[src/design/whsf_pkg.sv]
// ----------------------------------------------------------------------------
// whsf_pkg: shared types, constants and tables for the waypoint steering block
// Holds payload structs, mode codes, register indexes and the CORDIC table.
// ----------------------------------------------------------------------------
`default_nettype none
package whsf_pkg;

  localparam int CordicItersDef = 16;
  localparam int AtanDepth      = 24;

  localparam logic [2:0] MODE_STOP   = 3'd0;
  localparam logic [2:0] MODE_ACCEL  = 3'd1;
  localparam logic [2:0] MODE_BRAKE  = 3'd2;
  localparam logic [2:0] MODE_TURN   = 3'd3;
  localparam logic [2:0] MODE_CRUISE = 3'd4;

  localparam logic [2:0] REG_CRUISE    = 3'd0;
  localparam logic [2:0] REG_STEP      = 3'd1;
  localparam logic [2:0] REG_TURN      = 3'd2;
  localparam logic [2:0] REG_THRESH    = 3'd3;
  localparam logic [2:0] REG_TICK      = 3'd4;
  localparam logic [2:0] REG_START_X   = 3'd5;
  localparam logic [2:0] REG_START_Y   = 3'd6;
  localparam logic [2:0] REG_START_HDG = 3'd7;

  localparam logic [15:0] SPEED_EPS  = 16'd26;
  localparam logic [31:0] CORDIC_K   = 32'd652032874;

  typedef struct packed {
    logic signed [31:0] goal_x;
    logic signed [31:0] goal_y;
  } in_item_t;

  typedef struct packed {
    logic signed [31:0] at_x;
    logic signed [31:0] at_y;
    logic [15:0]        facing;
    logic [15:0]        velocity;
    logic [2:0]         mode_out;
  } out_item_t;

  // control from sequencer to the CORDIC engine
  typedef struct packed {
    logic       start;
    logic       vectoring;
  } cordic_ctl_t;

  function automatic logic [13:0] atan_lut(input logic [4:0] i);
    logic [13:0] r;
    case (i)
      5'd0:  r = 14'd8192;
      5'd1:  r = 14'd4836;
      5'd2:  r = 14'd2555;
      5'd3:  r = 14'd1297;
      5'd4:  r = 14'd651;
      5'd5:  r = 14'd326;
      5'd6:  r = 14'd163;
      5'd7:  r = 14'd81;
      5'd8:  r = 14'd41;
      5'd9:  r = 14'd20;
      5'd10: r = 14'd10;
      5'd11: r = 14'd5;
      5'd12: r = 14'd3;
      5'd13: r = 14'd1;
      5'd14: r = 14'd1;
      default: r = 14'd0;
    endcase
    return r;
  endfunction

endpackage
`default_nettype wire

[src/design/whsf_cordic.sv]
// ----------------------------------------------------------------------------
// whsf_cordic: shared iterative CORDIC, one micro-rotation per cycle
// Vectoring mode yields atan2 in binary angle; rotation mode yields cos/sin.
// ----------------------------------------------------------------------------
`default_nettype none
module whsf_cordic #(
  parameter int ITERS = whsf_pkg::CordicItersDef
) (
  input  wire                      clk,
  input  wire                      rst_n,
  input  whsf_pkg::cordic_ctl_t    ctl,
  input  wire signed [34:0]        x_in,
  input  wire signed [34:0]        y_in,
  input  wire signed [17:0]        z_in,
  output logic signed [34:0]       x_out,
  output logic signed [34:0]       y_out,
  output logic signed [17:0]       z_out,
  output logic                     done
);
  localparam int IW = $clog2(ITERS + 1);

  logic signed [34:0] x_r, y_r;
  logic signed [17:0] z_r;
  logic [IW-1:0]      it_r;
  logic               busy_r, vec_r, done_r;
  logic               dir_pos;
  logic signed [34:0] xs, ys;
  logic signed [17:0] a;

  // arithmetic shift floors, matching the model
  assign xs = x_r >>> it_r;
  assign ys = y_r >>> it_r;
  assign a  = $signed({4'b0, whsf_pkg::atan_lut(5'(it_r))});
  assign dir_pos = vec_r ? (y_r >= 0) : (z_r >= 0);

  always_ff @(posedge clk) begin
    if (!rst_n) begin
      busy_r <= 1'b0;
      done_r <= 1'b0;
      it_r   <= '0;
    end else begin
      done_r <= 1'b0;
      if (ctl.start) begin
        busy_r <= 1'b1;
        vec_r  <= ctl.vectoring;
        it_r   <= '0;
        x_r    <= x_in;
        y_r    <= y_in;
        z_r    <= z_in;
      end else if (busy_r) begin
        if (dir_pos) begin
          x_r <= vec_r ? x_r + ys : x_r - ys;
          y_r <= vec_r ? y_r - xs : y_r + xs;
          z_r <= vec_r ? z_r + a  : z_r - a;
        end else begin
          x_r <= vec_r ? x_r - ys : x_r + ys;
          y_r <= vec_r ? y_r + xs : y_r - xs;
          z_r <= vec_r ? z_r - a  : z_r + a;
        end
        if (it_r == IW'(ITERS - 1)) begin
          busy_r <= 1'b0;
          done_r <= 1'b1;
        end
        it_r <= it_r + 1'b1;
      end
    end
  end

  assign x_out = x_r;
  assign y_out = y_r;
  assign z_out = z_r;
  assign done  = done_r;
endmodule
`default_nettype wire

[config.mk]
export PLATFORM = sky130hd
export DESIGN_NAME = whsf_cordic
export DESIGN_NICKNAME = d
export VERILOG_FILES = /design/src/design/whsf_pkg.sv /design/src/design/whsf_cordic.sv
export SDC_FILE = /design/constraint.sdc
export NUM_CORES = 1
export LEC_CHECK = 0
export BUFFER_PORTS_ARGS = -buffer_cell sky130_fd_sc_hd__buf_2
export CAP_MARGIN = 30
export CORE_UTILIZATION = 45
export DETAILED_ROUTE_END_ITERATION = 7
export SYNTH_ARGS = -nofsm -noshare
export SYNTH_HDL_FRONTEND = slang
export SYNTH_SLANG_ARGS = --single-unit
[constraint.sdc]
create_clock -name clk -period 9.25 [get_ports clk]
set_clock_uncertainty 0.15 [all_clocks]
set_input_delay 1.3875 -clock clk [delete_from_list [all_inputs] [get_ports clk]]
set_output_delay 1.3875 -clock clk [all_outputs]
set_load 0.03 [all_outputs]
==> metrics.txt, run 1 <==
status complete, no violations; top_reg_cell synth edfxtp_1; Worst slew margin 0.3186; final setup TNS 0 ns; DRC viols 0; Die W 198.0 um; FF+latch count, synth 110; CP max stage delay 1.01 ns; placer congestion estimate 0.9563; first-pass GRT wire length 91500 um; syn_nets 2581; Clk Latency, worst-skew pair 0.41 ns; Tcrit/Tclk final 0.6615; final hold violation count 0; clock root buffer clkbuf_16; Peak VDD IR 0.1072 mV; largest net degree at the start of global routing 87; PortBufs 180; total CTS buffers 9; Core Box Area 37760 um2; Clock Tree Buf Depth 2; clock share of power 0.123; I/O Pins 181; initial antenna violation count 0; Starting DRT DRC Count 1298; Pint 1.737 mW; register area share after synthesis 0.1789; largest area contributor in the netlist edfxtp_1; HP Class reg -> reg; Post-Synthesis Cell Area 17290 um2; final setup vio count 0; Max Slew Vio Count 0; HPWL after detailed placement 45690 um; fmax 163.4 MHz; critical path class reg -> reg; mean post-synth cell area 7.508 um2; CP endpoint kind flip-flop; drt pass-1 iters 6; number of library cell types mapped by synthesis 83; Placed Area 18380 um2; sw frac 0.5109; Setup Buffers After CTS 0; Final ANT Viol Nets 0; vias in the first global route 16163; P_leak 8.260 nW; row cnt 71; Antenna Cells 0; ratio of cells with drive above 1 in the final layout 0.1360; routed wire length 58760 um; Layout Cell Area excl Fill 18720 um2; flop-to-flop setup slack 3.13 ns; ranking of synthesized cells by area edfxtp_1 (15%), ha_1 (13%), nand2_1 (6.1%); Hold Buf Count CTS 0; Max-cap violations 0; CTS tree built; H-tree depth 3; Worst-Margin Slew 1.022 ns; Final min period 6.119 ns; GRT overflow 0; yosys warns 0; Post-Syn Instances 2303; CP Max Fanout 86; clock transition at the registers of the reported paths 0.09 ns; sequential share of power 0.218; CP Cell Sequence mux2i_1, nand2_1, o21ai_0, o21ai_0, mux2i_1, mux2i_1, ha_1, inv_1, fa_1, a21oi_1, o31ai_1, a211oi_2, o21ai_2, a2111oi_4, o211ai_2, a221o_1, a2111oi_2, nor4_1, o31a_1; PwrDens 189.7 nW/um2; Sw Pwr 1.814 mW; Post-synth EDFFs 89; CP required 9.27 ns; Synth async-reset ratio 0; startpoint types flip-flop; total die area 39210 um2; via count 17106; Num Clock Sinks 110; critical path's most frequent cell mux2i_1; Max stage delay cell, worst path dfxtp_4; Synth top area share 0.1546; Total GRT Usage 0.2995; area growth from synthesis to layout 8.271%; # nets final 2640; via/cell ratio 5.944; DIE HEIGHT 198.0 um; DR WL/cell 20.42 um; Post-CTS Resized 0; RSZ-0062 raised after global routing no; Initial Util 0.4580; WP data arrival 6.13 ns; Logic pwr share 0.659
==> cell families after synthesis <==
group	share of synthesized area
simple gates	0.1891
compound gates	0.2650
buf+inv	0.07186
fa+ha+maj	0.1372
mux	0.1164
flops	0.1789
xor+xnor	0.04154
==> power by group through the flow <==
stage	clock network (mW)	registers [mW]	logic, mW
2_1_floorplan	0	0.816	1.66
3_3_place_gp	0	0.789	2.30
3_5_place_dp	0	0.792	2.29
4_1_cts	0.453	0.781	2.31
5_1_grt	0.465	0.782	2.58
6_report	0.437	0.775	2.34
==> final timing paths <==
path	endpoint	depth (start not counted)	start
worst max-delay path	x_out[34]	19	it_r[1]
worst min-delay path	it_r[0]	2	it_r[0]
worst max register to register	x_out[34]	19	it_r[1]
worst min register to register	it_r[0]	2	it_r[0]
==> critical path: cells and delay by family, from the launching register on <==
family / cells / cell delay [ns]
adders and majority gates: 2 / 0.65
and+or+nand+nor: 2 / 0.22
AOI/OAI and AO/OA: 11 / 2.98
buffers and inverters: 1 / 0.07
muxes: 3 / 0.77
DFF: 1 / 1.01
==> synthesized netlist by cell type (22+ instances only) <==
cell type / count
a211oi_1: 36
a21o_1: 34
a21oi_1: 191
a31oi_1: 30
buf_1: 33
clkbuf_1: 96
edfxtp_1: 89
ha_1: 180
inv_1: 173
mux2_2: 37
mux2i_1: 74
mux4_2: 38
nand2_1: 279
nand2b_1: 22
nand3_1: 47
nor2_1: 222
nor2b_1: 35
nor3_1: 47
o21a_1: 37
o21ai_0: 195
o21bai_1: 30
xnor2_1: 64
==> metrics by stage <==
stage | setup WS [ns] | hold slack [ns] | util | std cells | total power, mW
final | 3.131 | 0.4797 | 0.4958 | 2878 | 3.551
after detailed placement | 2.971 | 0.4550 | 0.4867 | 2861 | 3.087
after floorplan | 3.999 | 0.4505 | - | 2303 | 2.477
after global placement | 3.120 | 0.4502 | 0.4864 | 2860 | 3.088
after CTS | 2.936 | 0.4718 | 0.4951 | 2877 | 3.542
after global routing | 2.762 | 0.5166 | 0.4958 | 2878 | 3.825
==> metal layers <==
layer	global-route usage	share of wire	wire length (um)
met5	0	0	0
met4	0.09360	0.022	1306
met3	0.03219	0.050	2911
met2	0.5039	0.47	27880
met1	0.4000	0.45	26660
==> cell type report <==
cell class	instances	area [um2]
well taps	511	639.4
flip-flops and latches	110	3103
repair buffers	193	1025
clock buffers	11	264.0
inverters	176	660.6
fillers	3840	19030
multi-input cells	1872	12970
clock inverters	5	53.80
==> placed cells by master (no fill, tap or decap), types with 7 or more instances in the layout <==
cell,Yosys,final
nor3_1,47,47
o211ai_1,19,19
nand2b_1,22,22
o2111ai_1,8,8
o21a_1,37,36
nor2_1,222,222
o31a_1,9,9
nor2b_1,35,35
nor4_1,13,13
xnor2_1,64,64
a311oi_1,7,7
buf_2,12,179
a21boi_0,9,9
clkbuf_16,0,10
nand3_1,47,47
o21ai_0,195,195
xor2_1,18,18
o31ai_1,17,17
a21o_1,34,34
a211oi_1,36,36
o311ai_0,9,9
a21oi_1,191,191
nand4_1,14,14
dfxtp_1,21,17
a31oi_1,30,30
mux4_2,38,38
a211o_1,11,11
o21bai_1,30,30
mux2i_1,74,73
or3_1,10,10
edfxtp_1,89,89
mux2_2,37,37
inv_1,173,172
and3_1,18,18
or2_2,12,12
nand2_1,279,279
buf_4,2,12
ha_1,180,180
(Power assumes the default switching activity.)
==> run 2, diff against run 1 <==
--- a/config.mk
+++ b/config.mk
@@ -5,6 +5,7 @@
 export SDC_FILE = /design/constraint.sdc
 export NUM_CORES = 1
 export LEC_CHECK = 0
+export ABC_AREA = 1
 export BUFFER_PORTS_ARGS = -buffer_cell sky130_fd_sc_hd__buf_2
 export CAP_MARGIN = 30
 export CORE_UTILIZATION = 45
==> constraint.sdc (replaced) <==
create_clock -name clk -period 5.85 [get_ports clk]
set_clock_uncertainty 0.15 [all_clocks]
set_input_delay 0.8775 -clock clk [delete_from_list [all_inputs] [get_ports clk]]
set_output_delay 0.8775 -clock clk [all_outputs]
set_load 0.03 [all_outputs]
==> run 2 against run 1 <==
Compared with the run above:
- the flow now finishes with violations (design-rule violations)
- area after synthesis increased by 16%
- die area increased by 16%
- core utilization decreased by 0.35 points
- sequential power increased by 61%
- largest cell class unchanged
- largest power group unchanged
==> metrics.txt, run 2 <==
WP data arrival 5.17 ns (-0.96 ns); Placed Area 21130 um2 (+15%); CP Launch Point it_r[0]; HPWL after detailed placement 70450 um (+54%); Worst-Margin Slew 1.070 ns (+0.04800 ns); largest area contributor in the netlist nand2_1; violated checks design-rule violations; Antenna Cells 0 (unchanged); vias in the first global route 21835 (+35%); Final min period 5.175 ns (-0.9441 ns); area growth from synthesis to layout 6.892%; Clock Tree Buf Depth 2 (unchanged); post-synthesis compound-gate area fraction 0.1938 (-0.07121); Logic pwr share 0.731 (+0.072); Worst slew margin 0.2866 (-0.03200); Max-cap violations 0 (unchanged); Peak VDD IR 0.2079 mV (+94%); most common cell after layout, fill and taps aside nand2_1; syn_nets 3818 (+48%); Met2 Routed Length 35430 um (+27%); routed wire length 86830 um (+48%); Clk Latency, worst-skew pair 0.42 ns (about the same); DR WL/cell 20.65 um (+1.2%); Synth Area in Adders 0.1183 (-0.01895); PwrDens 341.5 nW/um2 (+80%); Post-synth EDFFs 89 (unchanged); FF+latch count, synth 110 (unchanged); Pint 2.835 mW (+63%); largest net degree at the start of global routing 80 (-8.0%); DIE HEIGHT 213.1 um (+7.6%); GRT overflow 0 (unchanged); P_leak 10.90 nW (+32%); Sw Pwr 4.487 mW (+150%); Final ANT Viol Nets 0 (unchanged); clock share of power 0.098 (-0.025); register area share after synthesis 0.1542 (-0.02470); most frequent cell after synthesis nand2_1; Total GRT Usage 0.3774 (+0.07794); Post-Syn Instances 3540 (+54%); HP Class reg -> reg; top_reg_cell synth edfxtp_1; Die W 213.1 um (+7.6%); commonest cells after routing, fill and taps aside nand2_1 (1086), inv_1 (437), nand3_1 (362); fmax 193.2 MHz (+18%); PortBufs 180 (unchanged); Core Box Area 43550 um2 (+15%); via count 24507 (+43%); via/cell ratio 5.829 (-1.9%); final hold violation count 0 (unchanged); Post-CTS Resized 0 (unchanged); Layout Cell Area excl Fill 21440 um2 (+15%); startpoint types flip-flop; Simple-Gate Fraction of Synth Area 0.3942 (+0.2052); Post-Synth XOR/XNOR Area 0.001746 (-0.03979); drt pass-1 iters 8 (+2); # nets final 3892 (+47%); startpoint of the worst-slack reg-to-reg timing path it_r[0]; routed wl met3 10620 um (+260%); Hold Buf Count CTS 0 (unchanged); CP Max Fanout 50 (-42%); post-synthesis mux area share 0.01216 (-0.1043); CTS tree built; RSZ-0062 raised after global routing no; Hold Path Origin busy_r; WL met1 37920 um (+42%); total CTS buffers 9 (unchanged); initial antenna violation count 0 (unchanged); sw frac 0.6128 (+0.1019); Synth top area share 0.2034 (+0.04882); main combinational cell family by area after synthesis simple AND/OR/NAND/NOR gates; mean post-synth cell area 5.667 um2 (-25%); Tcrit/Tclk final 0.8846 (+0.2231); yosys warns 0 (unchanged); Max Slew Vio Count 0 (unchanged); Setup Buffers After CTS 0 (unchanged); status complete, but fails checks; ranking of synthesized cells by area nand2_1 (20%), edfxtp_1 (13%), ha_1 (11%); Synth async-reset ratio 0 (unchanged); final setup TNS 0 ns (unchanged); H-tree depth 3 (unchanged); I/O Pins 181 (unchanged); clock transition at the registers of the reported paths 0.10 ns (about the same); Initial Util 0.4606 (+0.002651); Num Clock Sinks 110 (unchanged); placer congestion estimate 1.074 (+12%); total die area 45430 um2 (+16%); Post-synth top cells nand2_1 (1087), inv_1 (438), nand3_1 (362); Post-Synthesis Cell Area 20060 um2 (+16%); first-pass GRT wire length 129200 um (+41%); CP required 5.85 ns (-3.42 ns); critical path class reg -> reg; clock root buffer clkbuf_16; CP endpoint kind flip-flop; row cnt 76 (+7.0%); Core Util, Final 0.4924 (-0.003483); DRC viols 1 (+1); final setup vio count 0 (unchanged); Pwr Total 7.322 mW (+110%); Starting DRT DRC Count 3120 (+140%); uppermost layer routed met4; ratio of cells with drive above 1 in the final layout 0.08925 (-0.04679); sequential share of power 0.171 (-0.047); number of library cell types mapped by synthesis 59 (-29%)
run 2: cell types whose count changed after synthesis, sizes merged, moves of 35 or more:
cell    delta
nand2    +813
nor2     +139
clkbuf    -51
mux2      -36
a211oi    -35
nor2b     -35
a21oi     +60
mux4      -38
buf       +44
xnor2     -64
mux2i     -52
nand3    +316
o21ai    +160
inv      +290
run 2: layout make-up:
type | instances | area (um2)
clock buffer | 9 | 225.2
clock inverter | 7 | 83.83
sequential | 110 | 3099
fill | 4913 | 22110
inverter | 466 | 1752
multi-input combinational | 2826 | 14460
tap | 585 | 732.0
timing repair buffer | 201 | 1096
run 2: logic make-up after synthesis:
family / after synthesis
DFF: 110
and+or+nand+nor: 1910
AOI/OAI and AO/OA: 703
adders and majority gates: 186
buffers and inverters: 604
xor gates and xnor gates: 4
muxes: 23
run 2: critical path, stage by stage (launching register included):
cell	delay, ns
dfxtp_2	0.34
buf_4	0.44
buf_4	0.37
nand2_1	0.12
nand3_1	0.10
o21ai_0	0.11
o21ai_0	0.26
mux2i_1	0.18
a22oi_1	0.37
ha_1	0.43
fa_1	0.36
nand3_1	0.10
nand2_1	0.15
a21oi_1	0.12
o21ai_0	0.53
nand3_1	0.27
nand3_1	0.14
nand3_1	0.08
nand3_1	0.17
nand2_1	0.08
run 2: power by group through the flow:
| stage | clock network (mW) | registers (mW) | logic (mW) |
|---|---|---|---|
| after floorplan | 0 | 1.31 | 3.46 |
| after global placement | 0 | 1.26 | 5.11 |
| after detailed placement | 0 | 1.26 | 5.12 |
| after CTS | 0.728 | 1.24 | 5.15 |
| after global routing | 0.749 | 1.25 | 5.84 |
| final | 0.718 | 1.25 | 5.35 |
run 2: path summary, 6_finish.rpt:
path | to | slack (ns) | cells past startpoint
worst min-delay path | it_r[4] | 0.44 | 1
worst max register to register | y_out[26] | 0.68 | 19
worst min register to register | it_r[4] | 0.44 | 1
worst max-delay path | y_out[26] | 0.68 | 19
run 2: metal layers:
| layer | vias to the layer above | GRT usage |
|---|---|---|
| li1 | 11726 | - |
| met1 | 11229 | 0.5362 |
| met2 | 1393 | 0.5519 |
| met3 | 159 | 0.09222 |
| met4 | 0 | 0.1234 |
| met5 | - | 0 |
run 2: stage by stage:
| step | hold WS, ns | instances | worst slack, ns |
|---|---|---|---|
| after global routing | 0.4998 | 4204 | 0.5424 |
| after CTS | 0.4488 | 4204 | 0.9489 |
| after floorplan | 0.4452 | 3540 | 2.127 |
| after global placement | 0.4183 | 4187 | 1.041 |
| final | 0.4414 | 4204 | 0.6753 |
| after detailed placement | 0.4239 | 4188 | 1.002 |
==> run 3, diff against run 2 <==
--- a/config.mk
+++ b/config.mk
@@ -10,6 +10,7 @@
 export CAP_MARGIN = 30
 export CORE_UTILIZATION = 45
 export DETAILED_ROUTE_END_ITERATION = 7
+export PLACE_DENSITY_LB_ADDON = 0.3
 export SYNTH_ARGS = -nofsm -noshare
 export SYNTH_HDL_FRONTEND = slang
 export SYNTH_SLANG_ARGS = --single-unit
==> constraint.sdc (replaced) <==
create_clock -name clk -period 5.85 [get_ports clk]
set_clock_uncertainty 0.15 [all_clocks]
set_input_delay 0.8775 -clock clk [delete_from_list [all_inputs] [get_ports clk]]
set_output_delay 0.8775 -clock clk [all_outputs]
set_load 0.1 [all_outputs]
==> run 3 against run 2 <==
Compared with the run above:
- worst hold slack worse by 0.035 ns
- largest cell class unchanged
- non-clock buffer count grew 1
- first-iteration DRC count decreased by 6.6%
- the flow now finishes without violations
- critical path depth up 5
- final cell count about the same
- global-route usage decreased by 2.3 points
- critical endpoint is now y_out[20]
- sequential cell count did not move
- sequential share of layout area barely moved
==> metrics.txt, run 3 (synthesized netlist as in run 2, its figures left out) <==
clock root buffer clkbuf_16; DRC viols 0 (-1); H-tree depth 3 (unchanged); HPWL after detailed placement 65150 um (-7.5%); Peak VDD IR 0.2008 mV (-3.4%); first-pass GRT wire length 122600 um (-5.1%); clock transition at the registers of the reported paths 0.09 ns (about the same); PwrDens 355.4 nW/um2 (+4.1%); CP required 5.88 ns (+0.03 ns); DR WL/cell 19.09 um (-7.6%); Die W 213.1 um (unchanged); WP data arrival 4.89 ns (-0.28 ns); DIE HEIGHT 213.1 um (unchanged); P_leak 10.89 nW (about the same); final setup TNS 0 ns (unchanged); CP endpoint kind flip-flop; HP Class reg -> reg; Setup Buffers After CTS 0 (unchanged); status complete, no violations; Initial Util 0.4606 (unchanged); Final ANT Viol Nets 0 (unchanged); Tcrit/Tclk final 0.8317 (-0.05283); Worst slew margin 0.2984 (+0.01183); placer congestion estimate 1.058 (-1.5%); startpoint types flip-flop; Total GRT Usage 0.3540 (-0.02342); GRT overflow 0 (unchanged); commonest cells after routing, fill and taps aside nand2_1 (1086), inv_1 (437), nand3_1 (362); # nets final 3893 (+0.026%); Clk Latency, worst-skew pair 0.42 ns (about the same); total CTS buffers 9 (unchanged); area growth from synthesis to layout 6.767%; I/O Pins 181 (unchanged); Pwr Total 7.612 mW (+4.0%); CP Max Fanout 56 (+12%); CTS tree built; Num Clock Sinks 110 (unchanged); total die area 45430 um2 (unchanged); initial antenna violation count 1 (+1); via/cell ratio 5.693 (-2.3%); routed wire length 80300 um (-7.5%); RSZ-0062 raised after global routing no; vias in the first global route 21507 (-1.5%); PortBufs 180 (unchanged); Max-cap violations 0 (unchanged); Fill cells 4964 (+1.0%); Worst-Margin Slew 1.052 ns (-0.01774 ns); most common cell after layout, fill and taps aside nand2_1; row cnt 76 (unchanged); ratio of cells with drive above 1 in the final layout 0.08923 (about the same); via count 23945 (-2.3%); Core Box Area 43550 um2 (unchanged); Post-CTS Resized 0 (unchanged); final setup vio count 0 (unchanged); Clock Tree Buf Depth 2 (unchanged); critical path class reg -> reg; final hold violation count 0 (unchanged); drt pass-1 iters 6 (-2); Max Slew Vio Count 0 (unchanged); largest net degree at the start of global routing 77 (-3.8%); Worst Hold Margin 0.4064 ns (-0.03498 ns); Final min period 4.866 ns (-0.3090 ns); Starting DRT DRC Count 2913 (-6.6%); fmax 205.5 MHz (+6.4%); Hold Buf Count CTS 0 (unchanged)
## run 3: report_power, final
part / leakage, nW / switching, mW / internal [mW]
clock network: 0.143 / 0.383 / 0.302
registers: 1.03 / 0.218 / 1.01
logic: 9.71 / 4.19 / 1.52
total: 10.9 / 4.79 / 2.82
## run 3: worst max-delay path, stage by stage (launching register included)
cell and delay (ns):
dfxtp_2 0.33, inv_2 0.67, nand2_1 0.10, nand2_1 0.14, nor2_1 0.05, a31oi_1 0.22
nand2_1 0.07, o21ai_0 0.18, mux2i_1 0.19, a22oi_1 0.38, ha_1 0.22, inv_1 0.11
fa_1 0.50, nand3_1 0.12, nand3_1 0.10, inv_1 0.08, o21ai_2 0.09, nand2_1 0.07
nand2_1 0.19, a21oi_1 0.27, inv_1 0.07, nand2_1 0.06, nand3_1 0.06, nand3_1 0.13
nand2_1 0.05
## run 3: final timing paths
kind,cells after the start,start,to,slack (ns)
setup / recovery,24,it_r[0],y_out[20],0.98
hold reg to reg,1,busy_r,it_r[4],0.41
setup reg to reg,24,it_r[0],y_out[20],0.98
hold / removal,1,busy_r,it_r[4],0.41
## run 3: through the flow
stage	cell area, um2	util	setup slack, ns	instances
finish	21420	0.4918	0.9844	4206
global route	21420	0.4917	0.5760	4205
CTS	21420	0.4917	1.121	4205
detailed placement	21120	0.4850	1.132	4189
global placement	21100	0.4844	1.178	4188
floorplan	20060	-	2.038	3540
## run 3: area by class of cell
cell class	count	area (um2)	share of cell area
Sequential cell	110	3099	0.1447
Clock inverter	6	62.56	0.002921
Multi-Input combinational cell	2826	14460	0.6749
Clock buffer	10	229.0	0.01069
Tap cell	585	732.0	0.03417
Inverter	466	1752	0.08179
Antenna cell	1	2.502	0.0001168
Timing Repair Buffer	202	1086	0.05071
## run 3: metal layers
| layer | vias up | routed length, um | global-route usage |
|---|---|---|---|
| met5 | - | 0 | 0 |
| met4 | 0 | 2859 | 0.1337 |
| met3 | 160 | 9888 | 0.09722 |
| met2 | 1367 | 32760 | 0.5203 |
| met1 | 10701 | 34800 | 0.4881 |
| li1 | 11717 | - | - |
